===== config.mk =====
export PLATFORM = sky130hd
export DESIGN_NAME = serial_frame_switch_controller_top
export DESIGN_NICKNAME = d
export VERILOG_FILES = /design/src/rtl/sfsc_pkg.sv /design/src/rtl/sfsc_queue.sv /design/src/rtl/sfsc_parse.sv /design/src/rtl/sfsc_exec.sv /design/src/rtl/serial_frame_switch_controller_top.sv
export VERILOG_INCLUDE_DIRS = /design/src /design/src/rtl
export SDC_FILE = /design/constraint.sdc
export NUM_CORES = 1
export LEC_CHECK = 0
export ABC_AREA = 0
export BUFFER_PORTS_ARGS = -buffer_cell sky130_fd_sc_hd__buf_2
export CORE_MARGIN = 2
export CORE_UTILIZATION = 60
export DETAILED_ROUTE_END_ITERATION = 16
export PLACE_DENSITY = 0.79
export RECOVER_POWER = 25
export SLEW_MARGIN = 25
export SYNTH_ARGS = -nofsm -noshare
export SYNTH_HDL_FRONTEND = slang
export SYNTH_SLANG_ARGS = --single-unit

===== constraint.sdc =====
create_clock -name clk -period 6.8 [get_ports clk]
set_input_delay 0.68 -clock clk [delete_from_list [all_inputs] [get_ports clk]]
set_output_delay 0.68 -clock clk [all_outputs]
set_load 0.02 [all_outputs]

===== src/rtl/serial_frame_switch_controller_top_macros.svh =====
// Assertion macros shared by the serial frame switch controller RTL.
// Depends on nothing; the asserting module supplies clk and rst_n.
`ifndef SERIAL_FRAME_SWITCH_CONTROLLER_TOP_MACROS_SVH
`define SERIAL_FRAME_SWITCH_CONTROLLER_TOP_MACROS_SVH

// Same-cycle implication, disabled during reset.
`define SFSC_ASSERT_NOW(label, ante, cons, msg) \
  label: assert property (@(posedge clk) disable iff (!rst_n) (ante) |-> (cons)) \
    else $error(msg);

// Next-cycle implication, disabled during reset.
`define SFSC_ASSERT_NEXT(label, ante, cons, msg) \
  label: assert property (@(posedge clk) disable iff (!rst_n) (ante) |=> (cons)) \
    else $error(msg);

`endif


===== src/rtl/sfsc_pkg.sv =====
// Shared types, codes and constants of the serial frame switch controller.
// Depends on nothing; used by every module of the block.
package sfsc_pkg;

  localparam int DefMaxPayload = 8;
  localparam int DefChannels   = 8;
  localparam int DefQueueDepth = 4;
  localparam int CfgIdxW       = 3;
  localparam int ReplyLen      = 6;

  localparam logic [7:0] RstHead       = 8'hAA;
  localparam logic [7:0] RstOwnAddr    = 8'h01;
  localparam logic [7:0] RstCodeSingle = 8'h01;
  localparam logic [7:0] RstCodeAll    = 8'h02;
  localparam logic [7:0] RstCodeMask   = 8'h03;
  localparam logic [7:0] RstCodeQuery  = 8'h04;
  localparam logic [7:0] RstCodeReply  = 8'h84;
  localparam logic [7:0] ReplyCount    = 8'h01;

  typedef enum logic [CfgIdxW-1:0] {
    REG_HEAD,
    REG_OWN_ADDR,
    REG_CODE_SINGLE,
    REG_CODE_ALL,
    REG_CODE_MASK,
    REG_CODE_QUERY,
    REG_CODE_REPLY
  } reg_idx_t;

  typedef enum logic [2:0] {
    ST_OK,
    ST_SUM_BAD,
    ST_LEN_OVER,
    ST_ADDR_MISS,
    ST_ARG_ERR,
    ST_UNKNOWN
  } status_t;

  typedef enum logic [2:0] {
    OP_STATUS,
    OP_SINGLE,
    OP_ALL,
    OP_MASK,
    OP_QUERY
  } op_t;

  typedef struct packed {
    op_t        op;
    status_t    status;
    logic [7:0] arg0;
    logic [7:0] arg1;
  } job_t;

  typedef struct packed {
    logic [7:0] head;
    logic [7:0] own_addr;
    logic [7:0] code_single;
    logic [7:0] code_all;
    logic [7:0] code_mask;
    logic [7:0] code_query;
    logic [7:0] code_reply;
  } cfg_t;

  function automatic logic [7:0] chan_mask(input int channels);
    logic [8:0] m;
    m = (9'd1 << channels) - 9'd1;
    return m[7:0];
  endfunction

endpackage


===== src/rtl/sfsc_queue.sv =====
// Short job queue between the frame parser and the executor.
// Depends on sfsc_pkg for the job type.
module sfsc_queue #(
  parameter int DEPTH = sfsc_pkg::DefQueueDepth
) (
  input  logic              clk,
  input  logic              rst_n,
  input  logic              push,
  input  sfsc_pkg::job_t    push_job,
  output logic              full,
  input  logic              pop,
  output sfsc_pkg::job_t    head_job,
  output logic              empty
);

  localparam int PtrW = (DEPTH > 1) ? $clog2(DEPTH) : 1;
  localparam int CntW = $clog2(DEPTH + 1);
  localparam logic [PtrW-1:0] LastPtr = PtrW'(DEPTH - 1);
  localparam logic [CntW-1:0] FullCnt = CntW'(DEPTH);

  sfsc_pkg::job_t  slot_r [DEPTH];
  logic [PtrW-1:0] wr_ptr_r, rd_ptr_r;
  logic [CntW-1:0] cnt_r;

  assign full     = (cnt_r == FullCnt);
  assign empty    = (cnt_r == '0);
  assign head_job = slot_r[rd_ptr_r];

  always_ff @(posedge clk) begin
    if (push) begin
      slot_r[wr_ptr_r] <= push_job;
    end
  end

  always_ff @(posedge clk) begin
    if (!rst_n) begin
      wr_ptr_r <= '0;
      rd_ptr_r <= '0;
      cnt_r    <= '0;
    end else begin
      if (push) begin
        wr_ptr_r <= (wr_ptr_r == LastPtr) ? '0 : wr_ptr_r + 1'b1;
      end
      if (pop) begin
        rd_ptr_r <= (rd_ptr_r == LastPtr) ? '0 : rd_ptr_r + 1'b1;
      end
      if (push && !pop) begin
        cnt_r <= cnt_r + 1'b1;
      end else if (pop && !push) begin
        cnt_r <= cnt_r - 1'b1;
      end
    end
  end

endmodule


===== src/rtl/sfsc_parse.sv =====
// Frame parser: hunts for the head byte, tracks fields and checksum, and
// classifies every frame end into a job. Depends on sfsc_pkg.
module sfsc_parse #(
  parameter int MAX_PAYLOAD = sfsc_pkg::DefMaxPayload,
  parameter int CHANNELS    = sfsc_pkg::DefChannels
) (
  input  logic           clk,
  input  logic           rst_n,
  input  sfsc_pkg::cfg_t cfg,
  input  logic           in_valid,
  output logic           in_ready,
  input  logic [7:0]     in_rx_byte,
  input  logic           q_full,
  output logic           q_push,
  output sfsc_pkg::job_t q_job
);

  localparam logic [7:0] MaxLen  = 8'(MAX_PAYLOAD);
  localparam logic [7:0] ChanLim = 8'(CHANNELS);

  typedef enum logic [2:0] {
    PH_HEAD,
    PH_ADDR,
    PH_CMD,
    PH_LEN,
    PH_DATA,
    PH_SUM
  } phase_t;

  phase_t     phase_r, phase_nxt;
  logic [7:0] cnt_r, cnt_nxt;
  logic [7:0] len_r, len_nxt;
  logic [7:0] xor_r, xor_nxt;
  logic [7:0] addr_r, addr_nxt;
  logic [7:0] cmd_r, cmd_nxt;
  logic [7:0] p0_r, p0_nxt;
  logic [7:0] p1_r, p1_nxt;
  logic [7:0] cnt_inc;
  logic       fire;

  assign in_ready = !q_full;
  assign fire     = in_valid && in_ready;
  assign cnt_inc  = cnt_r + 8'd1;

  always_comb begin
    phase_nxt = phase_r;
    cnt_nxt   = cnt_r;
    len_nxt   = len_r;
    xor_nxt   = xor_r;
    addr_nxt  = addr_r;
    cmd_nxt   = cmd_r;
    p0_nxt    = p0_r;
    p1_nxt    = p1_r;
    q_push    = 1'b0;
    q_job     = '{op: sfsc_pkg::OP_STATUS, status: sfsc_pkg::ST_OK, arg0: p0_r, arg1: p1_r};
    if (fire) begin
      unique case (phase_r)
        PH_HEAD: begin
          if (in_rx_byte == cfg.head) begin
            cnt_nxt   = '0;
            len_nxt   = '0;
            xor_nxt   = '0;
            p0_nxt    = '0;
            p1_nxt    = '0;
            phase_nxt = PH_ADDR;
          end
        end
        PH_ADDR: begin
          addr_nxt  = in_rx_byte;
          xor_nxt   = in_rx_byte;
          phase_nxt = PH_CMD;
        end
        PH_CMD: begin
          cmd_nxt   = in_rx_byte;
          xor_nxt   = xor_r ^ in_rx_byte;
          phase_nxt = PH_LEN;
        end
        PH_LEN: begin
          xor_nxt = xor_r ^ in_rx_byte;
          len_nxt = in_rx_byte;
          cnt_nxt = '0;
          if (in_rx_byte > MaxLen) begin
            // Drop the frame and report it right away.
            len_nxt      = '0;
            phase_nxt    = PH_HEAD;
            q_push       = 1'b1;
            q_job.status = sfsc_pkg::ST_LEN_OVER;
          end else begin
            phase_nxt = (in_rx_byte == 8'd0) ? PH_SUM : PH_DATA;
          end
        end
        PH_DATA: begin
          xor_nxt = xor_r ^ in_rx_byte;
          if (cnt_r == 8'd0) begin
            p0_nxt = in_rx_byte;
          end else if (cnt_r == 8'd1) begin
            p1_nxt = in_rx_byte;
          end
          cnt_nxt = cnt_inc;
          if (cnt_inc >= len_r) begin
            phase_nxt = PH_SUM;
          end
        end
        PH_SUM: begin
          phase_nxt = PH_HEAD;
          cnt_nxt   = '0;
          len_nxt   = '0;
          q_push    = 1'b1;
          // First matching command code wins.
          priority if (in_rx_byte != xor_r) begin
            q_job.status = sfsc_pkg::ST_SUM_BAD;
          end else if (addr_r != cfg.own_addr) begin
            q_job.status = sfsc_pkg::ST_ADDR_MISS;
          end else if (cmd_r == cfg.code_single) begin
            if (len_r != 8'd2 || p0_r >= ChanLim || p1_r > 8'd1) begin
              q_job.status = sfsc_pkg::ST_ARG_ERR;
            end else begin
              q_job.op = sfsc_pkg::OP_SINGLE;
            end
          end else if (cmd_r == cfg.code_all) begin
            if (len_r != 8'd1 || p0_r > 8'd1) begin
              q_job.status = sfsc_pkg::ST_ARG_ERR;
            end else begin
              q_job.op = sfsc_pkg::OP_ALL;
            end
          end else if (cmd_r == cfg.code_mask) begin
            if (len_r != 8'd1) begin
              q_job.status = sfsc_pkg::ST_ARG_ERR;
            end else begin
              q_job.op = sfsc_pkg::OP_MASK;
            end
          end else if (cmd_r == cfg.code_query) begin
            if (len_r != 8'd0) begin
              q_job.status = sfsc_pkg::ST_ARG_ERR;
            end else begin
              q_job.op = sfsc_pkg::OP_QUERY;
            end
          end else begin
            q_job.status = sfsc_pkg::ST_UNKNOWN;
          end
        end
        default: begin
          phase_nxt = PH_HEAD;
          cnt_nxt   = '0;
          len_nxt   = '0;
        end
      endcase
    end
  end

  always_ff @(posedge clk) begin
    if (!rst_n) begin
      phase_r <= PH_HEAD;
      cnt_r   <= '0;
      len_r   <= '0;
      xor_r   <= '0;
      addr_r  <= '0;
      cmd_r   <= '0;
      p0_r    <= '0;
      p1_r    <= '0;
    end else begin
      phase_r <= phase_nxt;
      cnt_r   <= cnt_nxt;
      len_r   <= len_nxt;
      xor_r   <= xor_nxt;
      addr_r  <= addr_nxt;
      cmd_r   <= cmd_nxt;
      p0_r    <= p0_nxt;
      p1_r    <= p1_nxt;
    end
  end

endmodule


===== src/rtl/sfsc_exec.sv =====
// Executor: pops jobs, owns the channel state, sends reply bytes and the
// status result through the output register. Depends on sfsc_pkg.
module sfsc_exec #(
  parameter int CHANNELS = sfsc_pkg::DefChannels
) (
  input  logic           clk,
  input  logic           rst_n,
  input  sfsc_pkg::cfg_t cfg,
  input  logic           q_empty,
  input  sfsc_pkg::job_t q_job,
  output logic           q_pop,
  output logic           out_valid,
  input  logic           out_ready,
  output logic           out_kind,
  output logic [7:0]     out_tx_byte,
  output logic [2:0]     out_frame_status,
  output logic [7:0]     out_channel_bits,
  output logic           out_last
);

  localparam logic [7:0] ChanMask = sfsc_pkg::chan_mask(CHANNELS);
  localparam logic [2:0] StepEnd  = 3'(sfsc_pkg::ReplyLen);

  // Reply byte positions.
  localparam logic [2:0] RplHead  = 3'd0;
  localparam logic [2:0] RplAddr  = 3'd1;
  localparam logic [2:0] RplCode  = 3'd2;
  localparam logic [2:0] RplCount = 3'd3;
  localparam logic [2:0] RplBits  = 3'd4;
  localparam logic [2:0] RplSum   = 3'd5;

  logic [2:0] step_r, step_nxt;
  logic [7:0] chan_r, chan_nxt;
  logic       valid_r, valid_nxt;
  logic       kind_r, kind_nxt;
  logic [7:0] tx_r, tx_nxt;
  logic [2:0] status_r, status_nxt;
  logic [7:0] bits_r, bits_nxt;
  logic       last_r, last_nxt;
  logic       load;
  logic [7:0] single_bits;
  logic [7:0] reply_byte;

  assign load = !q_empty && (!valid_r || out_ready);

  always_comb begin
    single_bits = chan_r;
    single_bits[q_job.arg0[2:0]] = q_job.arg1[0];
  end

  always_comb begin
    unique case (step_r)
      RplHead:  reply_byte = cfg.head;
      RplAddr:  reply_byte = cfg.own_addr;
      RplCode:  reply_byte = cfg.code_reply;
      RplCount: reply_byte = sfsc_pkg::ReplyCount;
      RplBits:  reply_byte = chan_r;
      RplSum:   reply_byte = cfg.own_addr ^ cfg.code_reply ^ sfsc_pkg::ReplyCount ^ chan_r;
      default:  reply_byte = '0;
    endcase
  end

  always_comb begin
    step_nxt   = step_r;
    chan_nxt   = chan_r;
    valid_nxt  = valid_r && !out_ready;
    kind_nxt   = kind_r;
    tx_nxt     = tx_r;
    status_nxt = status_r;
    bits_nxt   = bits_r;
    last_nxt   = last_r;
    q_pop      = 1'b0;
    if (load) begin
      valid_nxt = 1'b1;
      if (q_job.op == sfsc_pkg::OP_QUERY && step_r != StepEnd) begin
        // Send one reply byte, hold the job.
        step_nxt   = step_r + 3'd1;
        kind_nxt   = 1'b1;
        tx_nxt     = reply_byte;
        status_nxt = sfsc_pkg::ST_OK;
        bits_nxt   = chan_r;
        last_nxt   = 1'b0;
      end else begin
        unique case (q_job.op)
          sfsc_pkg::OP_SINGLE: chan_nxt = single_bits & ChanMask;
          sfsc_pkg::OP_ALL:    chan_nxt = q_job.arg0[0] ? ChanMask : 8'd0;
          sfsc_pkg::OP_MASK:   chan_nxt = q_job.arg0 & ChanMask;
          default:             chan_nxt = chan_r;
        endcase
        step_nxt   = '0;
        q_pop      = 1'b1;
        kind_nxt   = 1'b0;
        tx_nxt     = '0;
        status_nxt = q_job.status;
        bits_nxt   = chan_nxt;
        last_nxt   = 1'b1;
      end
    end
  end

  always_ff @(posedge clk) begin
    tx_r     <= tx_nxt;
    kind_r   <= kind_nxt;
    status_r <= status_nxt;
    bits_r   <= bits_nxt;
    last_r   <= last_nxt;
  end

  always_ff @(posedge clk) begin
    if (!rst_n) begin
      step_r  <= '0;
      chan_r  <= '0;
      valid_r <= 1'b0;
    end else begin
      step_r  <= step_nxt;
      chan_r  <= chan_nxt;
      valid_r <= valid_nxt;
    end
  end

  assign out_valid        = valid_r;
  assign out_kind         = kind_r;
  assign out_tx_byte      = tx_r;
  assign out_frame_status = status_r;
  assign out_channel_bits = bits_r;
  assign out_last         = last_r;

endmodule


===== src/rtl/serial_frame_switch_controller_top.sv =====
// Serial frame switch controller, top level. Takes one received byte per
// request and returns frame status results and reply bytes.
// Depends on sfsc_pkg, sfsc_parse, sfsc_queue, sfsc_exec and the macro header.
//
// A user's overview: bytes enter on in_rx_byte and the parser takes one per
// cycle whenever its job queue has room (in_ready low only with the queue
// full). Frames are head, address, command, length, data, checksum; the
// checksum is the XOR of address through the last data byte. Each frame end
// (checksum byte, or a length byte over MAX_PAYLOAD) pushes one job into a
// queue of QUEUE_DEPTH entries. The executor drains one result per cycle
// into the output register while out_ready does not hold it back: an
// ordinary frame end gives one status result, a channel query gives six
// reply bytes with out_kind high, then the status result with out_last
// high. The executor output rate sets the sustained throughput. Channel
// state lives in the executor and out_channel_bits shows it after the
// request that caused the result. Configuration registers (head byte, own
// address, four command codes, reply code) sit on the cfg_ port, index 0
// to 6; they are to be written only while the block is idle, and the block
// itself does not enforce this. cfg_ready is always high and other indexes
// are ignored.
module serial_frame_switch_controller_top #(
  parameter int MAX_PAYLOAD = sfsc_pkg::DefMaxPayload,
  parameter int CHANNELS    = sfsc_pkg::DefChannels,
  parameter int QUEUE_DEPTH = sfsc_pkg::DefQueueDepth
) (
  input  logic                         clk,
  input  logic                         rst_n,
  input  logic                         cfg_valid,
  output logic                         cfg_ready,
  input  logic [sfsc_pkg::CfgIdxW-1:0] cfg_index,
  input  logic [7:0]                   cfg_data,
  input  logic                         in_valid,
  output logic                         in_ready,
  input  logic [7:0]                   in_rx_byte,
  output logic                         out_valid,
  input  logic                         out_ready,
  output logic                         out_kind,
  output logic [7:0]                   out_tx_byte,
  output logic [2:0]                   out_frame_status,
  output logic [7:0]                   out_channel_bits,
  output logic                         out_last
);

`include "serial_frame_switch_controller_top_macros.svh"

  localparam logic [7:0] ChanMask = sfsc_pkg::chan_mask(CHANNELS);

  sfsc_pkg::cfg_t cfg_r;
  logic           q_push, q_full, q_pop, q_empty;
  sfsc_pkg::job_t push_job, head_job;

  // Configuration registers: accept every write, drop unknown indexes.
  assign cfg_ready = 1'b1;

  always_ff @(posedge clk) begin
    if (!rst_n) begin
      cfg_r.head        <= sfsc_pkg::RstHead;
      cfg_r.own_addr    <= sfsc_pkg::RstOwnAddr;
      cfg_r.code_single <= sfsc_pkg::RstCodeSingle;
      cfg_r.code_all    <= sfsc_pkg::RstCodeAll;
      cfg_r.code_mask   <= sfsc_pkg::RstCodeMask;
      cfg_r.code_query  <= sfsc_pkg::RstCodeQuery;
      cfg_r.code_reply  <= sfsc_pkg::RstCodeReply;
    end else if (cfg_valid && cfg_ready) begin
      unique case (sfsc_pkg::reg_idx_t'(cfg_index))
        sfsc_pkg::REG_HEAD:        cfg_r.head        <= cfg_data;
        sfsc_pkg::REG_OWN_ADDR:    cfg_r.own_addr    <= cfg_data;
        sfsc_pkg::REG_CODE_SINGLE: cfg_r.code_single <= cfg_data;
        sfsc_pkg::REG_CODE_ALL:    cfg_r.code_all    <= cfg_data;
        sfsc_pkg::REG_CODE_MASK:   cfg_r.code_mask   <= cfg_data;
        sfsc_pkg::REG_CODE_QUERY:  cfg_r.code_query  <= cfg_data;
        sfsc_pkg::REG_CODE_REPLY:  cfg_r.code_reply  <= cfg_data;
        default: ;
      endcase
    end
  end

  // Front: parse and classify each byte, push a job at every frame end.
  sfsc_parse #(
    .MAX_PAYLOAD(MAX_PAYLOAD),
    .CHANNELS   (CHANNELS)
  ) u_parse (
    .clk       (clk),
    .rst_n     (rst_n),
    .cfg       (cfg_r),
    .in_valid  (in_valid),
    .in_ready  (in_ready),
    .in_rx_byte(in_rx_byte),
    .q_full    (q_full),
    .q_push    (q_push),
    .q_job     (push_job)
  );

  // Queue: decouple the parser from the executor.
  sfsc_queue #(
    .DEPTH(QUEUE_DEPTH)
  ) u_queue (
    .clk     (clk),
    .rst_n   (rst_n),
    .push    (q_push),
    .push_job(push_job),
    .full    (q_full),
    .pop     (q_pop),
    .head_job(head_job),
    .empty   (q_empty)
  );

  // Back: apply jobs to the channels and send results.
  sfsc_exec #(
    .CHANNELS(CHANNELS)
  ) u_exec (
    .clk             (clk),
    .rst_n           (rst_n),
    .cfg             (cfg_r),
    .q_empty         (q_empty),
    .q_job           (head_job),
    .q_pop           (q_pop),
    .out_valid       (out_valid),
    .out_ready       (out_ready),
    .out_kind        (out_kind),
    .out_tx_byte     (out_tx_byte),
    .out_frame_status(out_frame_status),
    .out_channel_bits(out_channel_bits),
    .out_last        (out_last)
  );

  // Never push a job into a full queue.
  `SFSC_ASSERT_NOW(a_no_overflow, q_push, !q_full, "job pushed into full queue")
  // Reply bytes are never the final result and carry no status.
  `SFSC_ASSERT_NOW(a_reply_shape, out_valid && out_kind,
                   !out_last && out_frame_status == sfsc_pkg::ST_OK,
                   "reply byte with status or last flag")
  // Channel bits at index CHANNELS and above stay off.
  `SFSC_ASSERT_NOW(a_chan_range, out_valid, (out_channel_bits & ~ChanMask) == 8'd0,
                   "channel bit beyond channel count set")
  // A popped job leaves a status result in the output register.
  `SFSC_ASSERT_NEXT(a_pop_status, q_pop, out_valid && !out_kind && out_last,
                    "job retired without status result")

endmodule

Yosys cells after proc, flatten, opt, wreduce, memory -nomap -nowiden
Memory sizes are Yosys's and may differ from the RTL's. A register that Yosys moved wholly into a read port is not among the register bits. Index checks and enable logic that the tools add are counted.

Memories kept: 1. Output and inout bits: 24. Bits of input ports: 24. Logic and storage cells: 189. Memory bits (writable): 88. Bits in registers: 155.

Magnitude comparators: 7. Mux-type cells: 59. Reductions and logical operators: 45. Add/sub/neg operators: 6. Equality and inequality tests: 39. Bitwise logic cells: 6.

Memories: u_queue.slot_r (depth 4, width 22, rd ports 1, clocked after memory_dff 1, write ports 1, line sfsc_queue.sv:21) `sfsc_pkg::job_t slot_r [DEPTH];`.

Operators with widths (number): $pmux W8 S3 (4); $mux W8 (7); $mux W3 (18); $pmux W8 S6 (1); $eq A8 B8 Y1 (5); $pmux W8 S2 (2); $eq A3 B3 Y1 const B (9); $eq A3 B2 Y1 const B (8); $mux W6 (4); $xor A8 B8 Y8 (3); $reduce_and A2 Y1 (9); $gt A8 B1 Y1 const B (2); $logic_not A8 Y1 (2); $ne A8 B8 Y1 (2); $pmux W3 S5 (1); $mux W2 (7); $eq A3 B1 Y1 const B (4); $logic_not A3 Y1 (4); $reduce_and A3 Y1 (4); $mux W1 (11); $add A8 B1 Y8 const B (1); $bwmux W8 (1); $eq A8 B1 Y1 const B (1); $ge A8 B4 Y1 const B (1); 27 further kinds (51).

Longest topological paths before layout
Gate-level depths: netlist of run 1.

Word-level depth: 10. Mapped depth: 14. Gate-level depth less buffers: 13.

Cells and area by module
Synthesis of run 1 repeated with hierarchy kept, for this count alone.

Cell total of the unflattened synthesis: 1035. Area total of the unflattened synthesis: 11755.0 um^2.

Modules (own cells, without submodules): sfsc_parse (instances 1, area each 3782.4 um^2, seq. area each 1181.1 um^2, cells an instance 470); sfsc_queue (instances 1, area each 3636.0 um^2, seq. area each 2822.7 um^2, cells an instance 158); sfsc_exec (instances 1, area each 2169.6 um^2, seq. area each 870.8 um^2, cells an instance 201); serial_frame_switch_controller_top (instances 1, area each 2167.1 um^2, seq. area each 1121.1 um^2, cells an instance 206).

Worst setup path after synthesis of run 1
Ideal clock, no wire load.

Path kind: register to register. From: register with a tool-made name. To: register u_queue.cnt_r[2]. Slack: 3.910 ns. Arrival: 2.820 ns. Setup time: 0.070 ns. Period minus slack after synthesis: 2.890 ns. Path buffers: 1. Stages on the path, launching flop included: 14. Required time: 6.730 ns. Cells stage by stage: dfxtp_1 -> buf_6 -> mux4_2 -> nor2_1 -> nand3_1 -> inv_1 -> nor2_1 -> inv_1 -> ha_1 -> inv_1 -> fa_1 -> xor2_1 -> or3_1 -> a21oi_1.

RTL lines: end signal: assignment (line sfsc_queue.sv:48) `cnt_r <= cnt_r + 1'b1;`; end signal: assignment (line sfsc_queue.sv:50) `cnt_r <= cnt_r - 1'b1;`; end: declaration (line sfsc_queue.sv:23) `logic [CntW-1:0] cnt_r;`.

==> results of run 1 <==
-- where the power goes --
part           internal, µW  total [µW]  leakage (µW)  switching, µW
logic                   270         756       0.00182            486
registers              1490        1580       0.00182           85.7
clock network           694        1200      0.000346            503
total                  2460        3530       0.00399           1070
-- how the worst max path moves through the flow --
stage                                     to  slack (ps)  cells past startpoint
after floorplan             u_queue.cnt_r[2]        3910                     13
after detailed placement    u_queue.cnt_r[2]        3280                     12
after global placement      u_queue.cnt_r[2]        3450                     12
after CTS                   u_queue.cnt_r[2]        3210                     12
final                     u_parse.phase_r[0]        2100                      7
after global routing      u_parse.phase_r[0]        1720                      7
-- worst min-delay path: cells and delay by family --
kind | cells | cell delay [ps]
compound gates | 1 | 50
simple gates | 1 | 60
buf+inv | 2 | 110
-- kinds of logic after synthesis --
kind of cell / share of synthesized area
other: 0.0003722
adders and majority gates: 0.02931
muxes: 0.05240
DFF: 0.5116
and+or+nand+nor: 0.1803
buffers and inverters: 0.03477
xor gates and xnor gates: 0.06954
AOI/OAI and AO/OA: 0.1217
-- layout by cell type (no fill, tap or decap), types with 4 or more instances in the layout --
cell type / Yosys / layout
a21oi_1: 79 / 78
mux4_2: 15 / 15
a222oi_1: 8 / 8
xnor2_1: 42 / 42
mux2i_1: 19 / 19
clkinv_2: 0 / 4
dfxtp_1: 136 / 136
nor3_1: 16 / 15
inv_1: 24 / 24
o221a_2: 7 / 7
nand2b_1: 6 / 6
and2_1: 12 / 12
nor2b_1: 7 / 7
nand2_1: 184 / 184
xor2_1: 38 / 38
nor4_1: 13 / 13
edfxtp_1: 81 / 81
ha_1: 22 / 22
o21ai_0: 45 / 45
clkinvlp_4: 0 / 4
clkbuf_16: 0 / 23
nor2_1: 72 / 72
nand3_1: 60 / 60
and3_1: 4 / 4
o211ai_1: 15 / 15
buf_2: 10 / 30
o22a_1: 7 / 7
nand4_1: 10 / 10
a221oi_1: 6 / 6
clkbuf_1: 42 / 22
a31oi_1: 6 / 6
-- layer usage --
layer	vias up	GRT usage	wire, µm
li1	3702	-	-
met1	3746	0.3589	10160
met2	294	0.4487	11400
met3	69	0.03577	1488
met4	0	0.09693	869
met5	-	0	0
-- stage by stage --
| stage | cells | setup WS (ps) |
|---|---|---|
| after floorplan | 1036 | 3910 |
| final | 1288 | 2098 |
| after global routing | 1288 | 1722 |
| after CTS | 1287 | 3213 |
| after global placement | 1246 | 3451 |
| after detailed placement | 1246 | 3279 |
-- cell type report --
type | count | area share
Tap cell | 220 | 0.02485
Timing Repair Buffer | 51 | 0.02169
Inverter | 25 | 0.008473
Clock inverter | 11 | 0.008360
Sequential cell | 217 | 0.4654
Multi-Input combinational cell | 734 | 0.4141
Clock buffer | 30 | 0.05705
==> impl_metrics.py, run 1 <==
metrics = {
    "sta": {
        "maxSlewViolCount": 68,
        "hold_violations": 0,
        "relSlewSlack": -1.123,
        "max_freq_mhz": 212.7,
        "setup_viol": 0,
        "tightest_slew_ps": 3184,
        "period_minus_slack_ps": 4702,
        "clock_skew_ps": 5.604,
        "holdWs_ps": 451.2,
        "rsz0062_at_grt": "no",
        "setup_tns_ps": 0,
        "finalCritPeriodShare": 0.6915,
    },
    "clock_network": {
        "cts.path.max_buffers": 3,
        "cts_root_buffer": "clkbuf_16",
        "cts_setup_buffers": 0,
        "cts.sinks": 217,
        "htreeDepth": 1,
        "holdBufCountCts": 0,
        "cts_tree": "done",
        "numCtsBuffers": 23,
        "post_cts_resized": 0,
        "path_clk_slew_ps": 60,
        "clock_latency_ps": 500,
    },
    "grt": {
        "antenna_found_initial": 0,
        "grt_pass1_vias": 7261,
        "grt_overflow": 0,
        "grt_pass1_wl_um": 38030,
        "grt_usage": 0.2678,
        "grt_max_degree": 68,
    },
    "detailed_routing": {
        "drt-total-wl_um": 23920,
        "drtPass1Iterations": 6,
        "drc": 0,
        "antenna_left": 0,
        "dr_total_vias": 7811,
        "viasPerCell": 6.064,
        "drtIter0Drc": 770,
        "routedWlPerCell_um": 18.57,
    },
    "yosys": {
        "syn_inst": 1036,
        "netlist_area_um2": 10080,
        "synth_cell_types": 56,
        "yosysSeqAreaShare": 0.5116,
        "avgSynthCellArea_um2": 9.726,
        "synthArstFlopShare": 0,
        "synth_area_leader_cell": "dfxtp_1",
        "synth_ff_type": "dfxtp_1",
        "synth_top_area_share": 0.2702,
        "synth_seq_cells": 217,
        "synth_edf_count": 81,
        "synthTopCellsByArea": "dfxtp_1 27%, edfxtp_1 24%, nand2_1 6.9%",
        "yosysWarnings": 0,
        "synth_nets": 1083,
        "synth.most_common_cell": "nand2_1",
        "synth_common_cells": "184 x nand2_1, 136 x dfxtp_1, 81 x edfxtp_1, 79 x a21oi_1, 72 x nor2_1",
    },
    "cells_and_area": {
        "areaGrowthSynthToFinish_pct": 9.922,
        "top_register": "u_queue.slot_r",
        "multiInputGateArea_um2": 4587,
        "n_antenna_cell": 0,
        "fin_util": 0.6703,
        "regArea_um2": 5155,
        "drive_gt1_frac": 0.09738,
        "largest_reg_flops": 60,
        "fillers": 1277,
        "num-nets-final": 1099,
        "fin_area_um2": 11080,
        "reg_top3": "u_queue.slot_r (60), cfg_r (56)",
    },
    "die": {
        "io_pins": 48,
        "fp-row-count": 47,
        "initial_core_util": 0.6098,
        "die_area_um2": 17850,
        "core_region_area_um2": 16520,
        "die_x_um": 133.6,
        "die_y_um": 133.6,
    },
    "setup_path": {
        "crit_chain": "buf_2, clkbuf_1, inv_2, buf_4, a21oi_1, o311ai_0, mux2i_1",
        "cp.required_ps": 7220,
        "ff2ff_setup_slack_ps": 3220,
        "worstSetupPathType": "in2reg",
        "critical-path-top-delay-family": "buffers and inverters",
        "r2r_cells": 12,
        "end_kind": "flop",
        "r2r-end": "u_queue.cnt_r[2]",
        "start_kind": "input pin",
        "cp_slowest_cell": "clkbuf_1",
        "startpoint": "rst_n",
        "cp_max_fo": 67,
        "crit_arrival_ps": 5120,
        "critPathMaxStageDelay_ps": 2240,
        "crit_buf_inv": 4,
    },
    "run_status": {
        "outcome": "complete, but fails checks",
        "violations": "capacitance limit, slew limit",
    },
    "job": {
        "drv_cap": 1,
    },
    "placement": {
        "post_dp_cell_area_um2": 10360,
        "gp_congestion": 0.8732,
        "dp_hpwl_um": 15900,
        "port_buffers": 46,
    },
    "power_and_ir_drop": {
        "peakVddDrop_mv": 0.2484,
        "power_uw": 3531,
        "powerDensity_nw_per_um2": 318.8,
        "cellLeakagePower_uw": 0.003989,
    },
    "hold_path": {
        "hold_depth": 4,
        "hp-start": "out_ready",
        "worstHoldEndpoint": "u_exec.out_valid",
        "hold_class": "in2reg",
    },
}
No activity file was read; power rests on OpenSTA's default activity.
==> run 2: changes to the inputs <==
==> constraint.sdc (replaced) <==
create_clock -name clk -period 4.7 [get_ports clk]
set_input_delay 0.47 -clock clk [delete_from_list [all_inputs] [get_ports clk]]
set_output_delay 0.47 -clock clk [all_outputs]
set_load 0.02 [all_outputs]
==> run 2 against run 1 <==
The flow still finishes with violations (capacitance limit, slew limit). Non-clock buffer count grew 2. Clock skew rose by 32 ps. Clock power is 60% higher. Sequential power up 46%. Routed wire length shrank 1.3%. Sequential cell count unchanged.
==> impl_metrics.py, run 2 (synthesized netlist as in run 1, its figures left out) <==
metrics = {
    "run_status": {
        "outcome": "complete, but fails checks",
        "violations": "capacitance limit, slew limit",
    },
    "sta": {
        "tightest_slew_ps": 1983,
        "relSlewSlack": -0.3223,
        "rsz0062_at_grt": "no",
        "finalCritPeriodShare": 0.7671,
        "hold_violations": 0,
        "clock_skew_ps": 37.98,
        "period_minus_slack_ps": 3605,
        "setup_viol": 0,
        "max_freq_mhz": 277.4,
        "setup_tns_ps": 0,
        "maxSlewViolCount": 90,
    },
    "cells_and_area": {
        "largest_reg_flops": 60,
        "final_common_cell": "nand2_1",
        "top_register": "u_queue.slot_r",
        "drive_gt1_frac": 0.09430,
        "areaGrowthSynthToFinish_pct": 10.91,
        "reg_top3": "u_queue.slot_r (60), cfg_r (56)",
        "n_antenna_cell": 0,
        "num-nets-final": 1101,
        "final_cell_mix": "184 x nand2_1, 136 x dfxtp_1, 81 x edfxtp_1",
    },
    "setup_path": {
        "crit_arrival_ps": 4000,
        "cp.required_ps": 5100,
        "cp_max_fo": 8,
        "end_kind": "flop",
        "start_kind": "flop",
        "worstSetupPathType": "reg2reg",
    },
    "die": {
        "die_area_um2": 17850,
        "fp-row-count": 47,
        "io_pins": 48,
        "core_region_area_um2": 16520,
        "initial_core_util": 0.6098,
        "die_x_um": 133.6,
        "die_y_um": 133.6,
    },
    "clock_network": {
        "cts_setup_buffers": 0,
        "numCtsBuffers": 23,
        "path_clk_slew_ps": 60,
        "holdBufCountCts": 0,
        "clock_latency_ps": 520,
        "cts.sinks": 217,
        "cts.path.max_buffers": 3,
        "cts_root_buffer": "clkbuf_16",
        "post_cts_resized": 0,
        "htreeDepth": 1,
        "cts_tree": "done",
    },
    "detailed_routing": {
        "dr.max_layer_used": "met4",
        "drtIter0Drc": 678,
        "drc": 0,
        "routedWlPerCell_um": 18.29,
        "met3_length_um": 1272,
        "dr_total_vias": 7769,
        "antenna_left": 0,
        "drt-met1-wl_um": 10420,
        "viasPerCell": 6.018,
        "drt-total-wl_um": 23610,
        "route.met2.wl_um": 11280,
        "drtPass1Iterations": 7,
    },
    "power_and_ir_drop": {
        "peakVddDrop_mv": 0.3850,
        "powerDensity_nw_per_um2": 489.1,
        "power_uw": 5466,
        "cellLeakagePower_uw": 0.004145,
    },
    "grt": {
        "grt_overflow": 0,
        "antenna_found_initial": 0,
        "grt_pass1_wl_um": 37940,
        "grt_pass1_vias": 7245,
        "grt_max_degree": 49,
        "grt_usage": 0.2665,
    },
    "hold_path": {
        "hp-start": "out_ready",
        "hold_class": "in2reg",
    },
    "placement": {
        "gp_congestion": 0.8636,
        "dp_hpwl_um": 15850,
        "port_buffers": 46,
    },
    "job": {
        "drv_cap": 2,
    },
}
==> run 2: cell types whose count changed in the layout (fill, tap and decap cells not counted), sizes merged <==
cell and change:
clkbuf +10, buf -6, clkinvlp -3, bufinv +2, clkinv -2, inv +2
==> run 2: area by class of cell <==
class	count	area [µm²]
fillers	1284	5349
well taps	220	275.3
flip-flops and latches	217	5155
clock inverters	10	136.4
inverters	25	93.84
multi-input cells	734	4582
repair buffers	53	249.0
clock buffers	32	684.4
==> run 2: through the flow <==
stage	util	setup slack [ps]	hold slack [ps]	std cells	instance area [µm²]
after detailed placement	0.6280	1172	459.5	1248	10380
after CTS	0.6777	1117	233.3	1290	11200
after floorplan	-	1810	444.3	1036	10080
after global routing	0.6763	849.2	284.7	1291	11180
after global placement	0.6275	1343	453.2	1248	10370
final	0.6763	1095	247.2	1291	11180
==> run 2: worst max-delay path, stage by stage (launching register included) <==
cell,delay (ps)
dfxtp_1,630
mux4_2,650
nor2_1,230
nand3_1,240
inv_1,220
nor2_1,90
inv_1,110
ha_1,190
inv_1,70
fa_1,430
xor2_1,160
or3_1,310
a21oi_1,160
==> run 2: final timing paths <==
| kind | to | slack (ps) | cells past startpoint |
|---|---|---|---|
| min reg2reg | u_parse.addr_r[6] | 470 | 2 |
| max | u_queue.cnt_r[2] | 1090 | 12 |
| min | u_exec.out_valid | 250 | 4 |
| max reg2reg | u_queue.cnt_r[2] | 1090 | 12 |
==> run 2: per-layer routing <==
| layer | vias up | track usage |
|---|---|---|
| li1 | 3710 | - |
| met1 | 3746 | 0.3776 |
| met2 | 262 | 0.4341 |
| met3 | 51 | 0.03006 |
| met4 | 0 | 0.08215 |
| met5 | - | 0 |
==> run 2: where the power goes <==
| group | internal [µW] | switching (µW) |
|---|---|---|
| clock | 1190 | 738 |
| sequential | 2180 | 138 |
| combinational | 455 | 773 |
| total | 3820 | 1650 |
==> run 3: changes to the inputs <==
==> constraint.sdc (replaced) <==
create_clock -name clk -period 3.7 [get_ports clk]
set_input_delay 0.37 -clock clk [delete_from_list [all_inputs] [get_ports clk]]
set_output_delay 0.37 -clock clk [all_outputs]
set_load 0.02 [all_outputs]
==> run 3 against run 2 <==
The run still ends with capacitance limit, slew limit left. Count of clock-buffer cells in the layout down 3. Die area unchanged. Setup slack worse by 770 ps. Critical path type unchanged. Highest routed layer unchanged.
==> impl_metrics.py, run 3 (synthesized netlist as in run 1, its figures left out) <==
metrics = {
    "sta": {
        "rsz0062_at_grt": "no",
        "setup_viol": 0,
        "clock_skew_ps": 28.11,
        "maxSlewViolCount": 70,
        "max_freq_mhz": 296.5,
        "hold_violations": 0,
        "tightest_slew_ps": 1665,
        "setup_tns_ps": 0,
        "relSlewSlack": -0.1101,
        "period_minus_slack_ps": 3373,
        "finalCritPeriodShare": 0.9116,
    },
    "detailed_routing": {
        "drtPass1Iterations": 8,
        "drt-total-wl_um": 23610,
        "antenna_left": 0,
        "drtIter0Drc": 742,
        "dr_total_vias": 7822,
        "viasPerCell": 6.035,
        "routedWlPerCell_um": 18.22,
        "drc": 0,
    },
    "placement": {
        "gp_congestion": 0.8635,
        "dp_cells": 1252,
        "port_buffers": 46,
        "dp_hpwl_um": 16170,
    },
    "setup_path": {
        "cp.required_ps": 4120,
        "end_kind": "flop",
        "crit_arrival_ps": 3790,
        "cp_max_fo": 7,
        "start_kind": "flop",
        "worstSetupPathType": "reg2reg",
    },
    "cells_and_area": {
        "fin_util": 0.6733,
        "multiInputGateArea_um2": 4582,
        "final_common_cell": "nand2_1",
        "final_cell_mix": "184 x nand2_1, 135 x dfxtp_1, 81 x edfxtp_1",
        "regArea_um2": 5156,
        "n_antenna_cell": 0,
        "largest_reg_flops": 60,
        "final_cells": 1296,
        "num-nets-final": 1106,
        "reg_top3": "u_queue.slot_r (60), cfg_r (56)",
        "areaGrowthSynthToFinish_pct": 10.42,
        "fillers": 1311,
        "drive_gt1_frac": 0.09201,
        "top_register": "u_queue.slot_r",
    },
    "die": {
        "io_pins": 48,
        "fp-row-count": 47,
        "initial_core_util": 0.6098,
        "die_area_um2": 17850,
        "die_y_um": 133.6,
        "die_x_um": 133.6,
        "core_region_area_um2": 16520,
    },
    "clock_network": {
        "path_clk_slew_ps": 60,
        "holdBufCountCts": 0,
        "numCtsBuffers": 23,
        "cts_setup_buffers": 0,
        "htreeDepth": 1,
        "cts_tree": "done",
        "cts.sinks": 217,
        "cts_root_buffer": "clkbuf_16",
        "cts.path.max_buffers": 3,
        "clock_latency_ps": 530,
    },
    "grt": {
        "grt_pass1_wl_um": 37970,
        "antenna_found_initial": 0,
        "grtUsageMet2": 0.4275,
        "grt_overflow": 0,
        "grt_usage": 0.2669,
        "busiest_layer": "met2",
        "met3_usage": 0.03349,
        "gr-usage-met1": 0.3783,
        "grt_max_degree": 45,
        "grt_pass1_vias": 7211,
    },
    "power_and_ir_drop": {
        "powerDensity_nw_per_um2": 611.1,
        "peakVddDrop_mv": 0.4153,
        "cellLeakagePower_uw": 0.004121,
    },
    "hold_path": {
        "hold_class": "in2reg",
    },
    "run_status": {
        "violations": "capacitance limit, slew limit",
        "outcome": "complete, but fails checks",
    },
    "job": {
        "drv_cap": 2,
    },
}
run 3: timing repair:
item                       4_1_cts  5_1_grt
setup endpoints to repair        0        1
resized for setup                0        1
hold endpoints to repair         0        0
run 3: final timing paths:
check / from / endpoint / slack [ps] / cells after the start
worst max register to register: flop / u_queue.cnt_r[2] / 330 / 12
worst max-delay path: flop / u_queue.cnt_r[2] / 330 / 12
worst min register to register: u_parse.addr_r[1] / u_parse.addr_r[1] / 470 / 2
worst min-delay path: out_ready / u_exec.out_valid / 140 / 4
run 3: power by group:
group / switching, µW / total, µW / internal [µW]
registers: 166 / 2930 / 2760
logic: 1030 / 1640 / 608
clock network: 919 / 2230 / 1310
run 3: metal layers:
metal | vias up | routed length, µm
li1 | 3730 | -
met1 | 3726 | 10100
met2 | 308 | 11410
met3 | 58 | 1477
met4 | 0 | 620
met5 | - | 0
run 3: final cells by class:
cell class | count | share of cell area
well taps | 220 | 0.02474
repair buffers | 58 | 0.02542
flip-flops and latches | 217 | 0.4634
multi-input cells | 734 | 0.4118
inverters | 25 | 0.008435
clock inverters | 13 | 0.01147
clock buffers | 29 | 0.05466
run 3: critical path: stages (launching register included):
cell	delay (ps)
dfxtp_2	450
mux4_2	610
nor2_1	200
nand3_1	280
inv_1	260
nor2_1	120
inv_1	70
ha_1	170
inv_1	70
fa_1	430
xor2_1	160
or3_1	310
a21oi_1	140
run 3: stage by stage:
stage | power, µW | hold slack, ps | instance area, µm² | setup WS, ps
floorplan | 4130 | 444.3 | 10080 | 809.6
global placement | 4567 | 452.9 | 10400 | 443.8
detailed placement | 4623 | 460.5 | 10410 | 292.1
CTS | 6842 | 131.9 | 11140 | 213.1
global route | 7084 | 146.4 | 11130 | 60.56
finish | 6799 | 135.9 | 11130 | 327.2
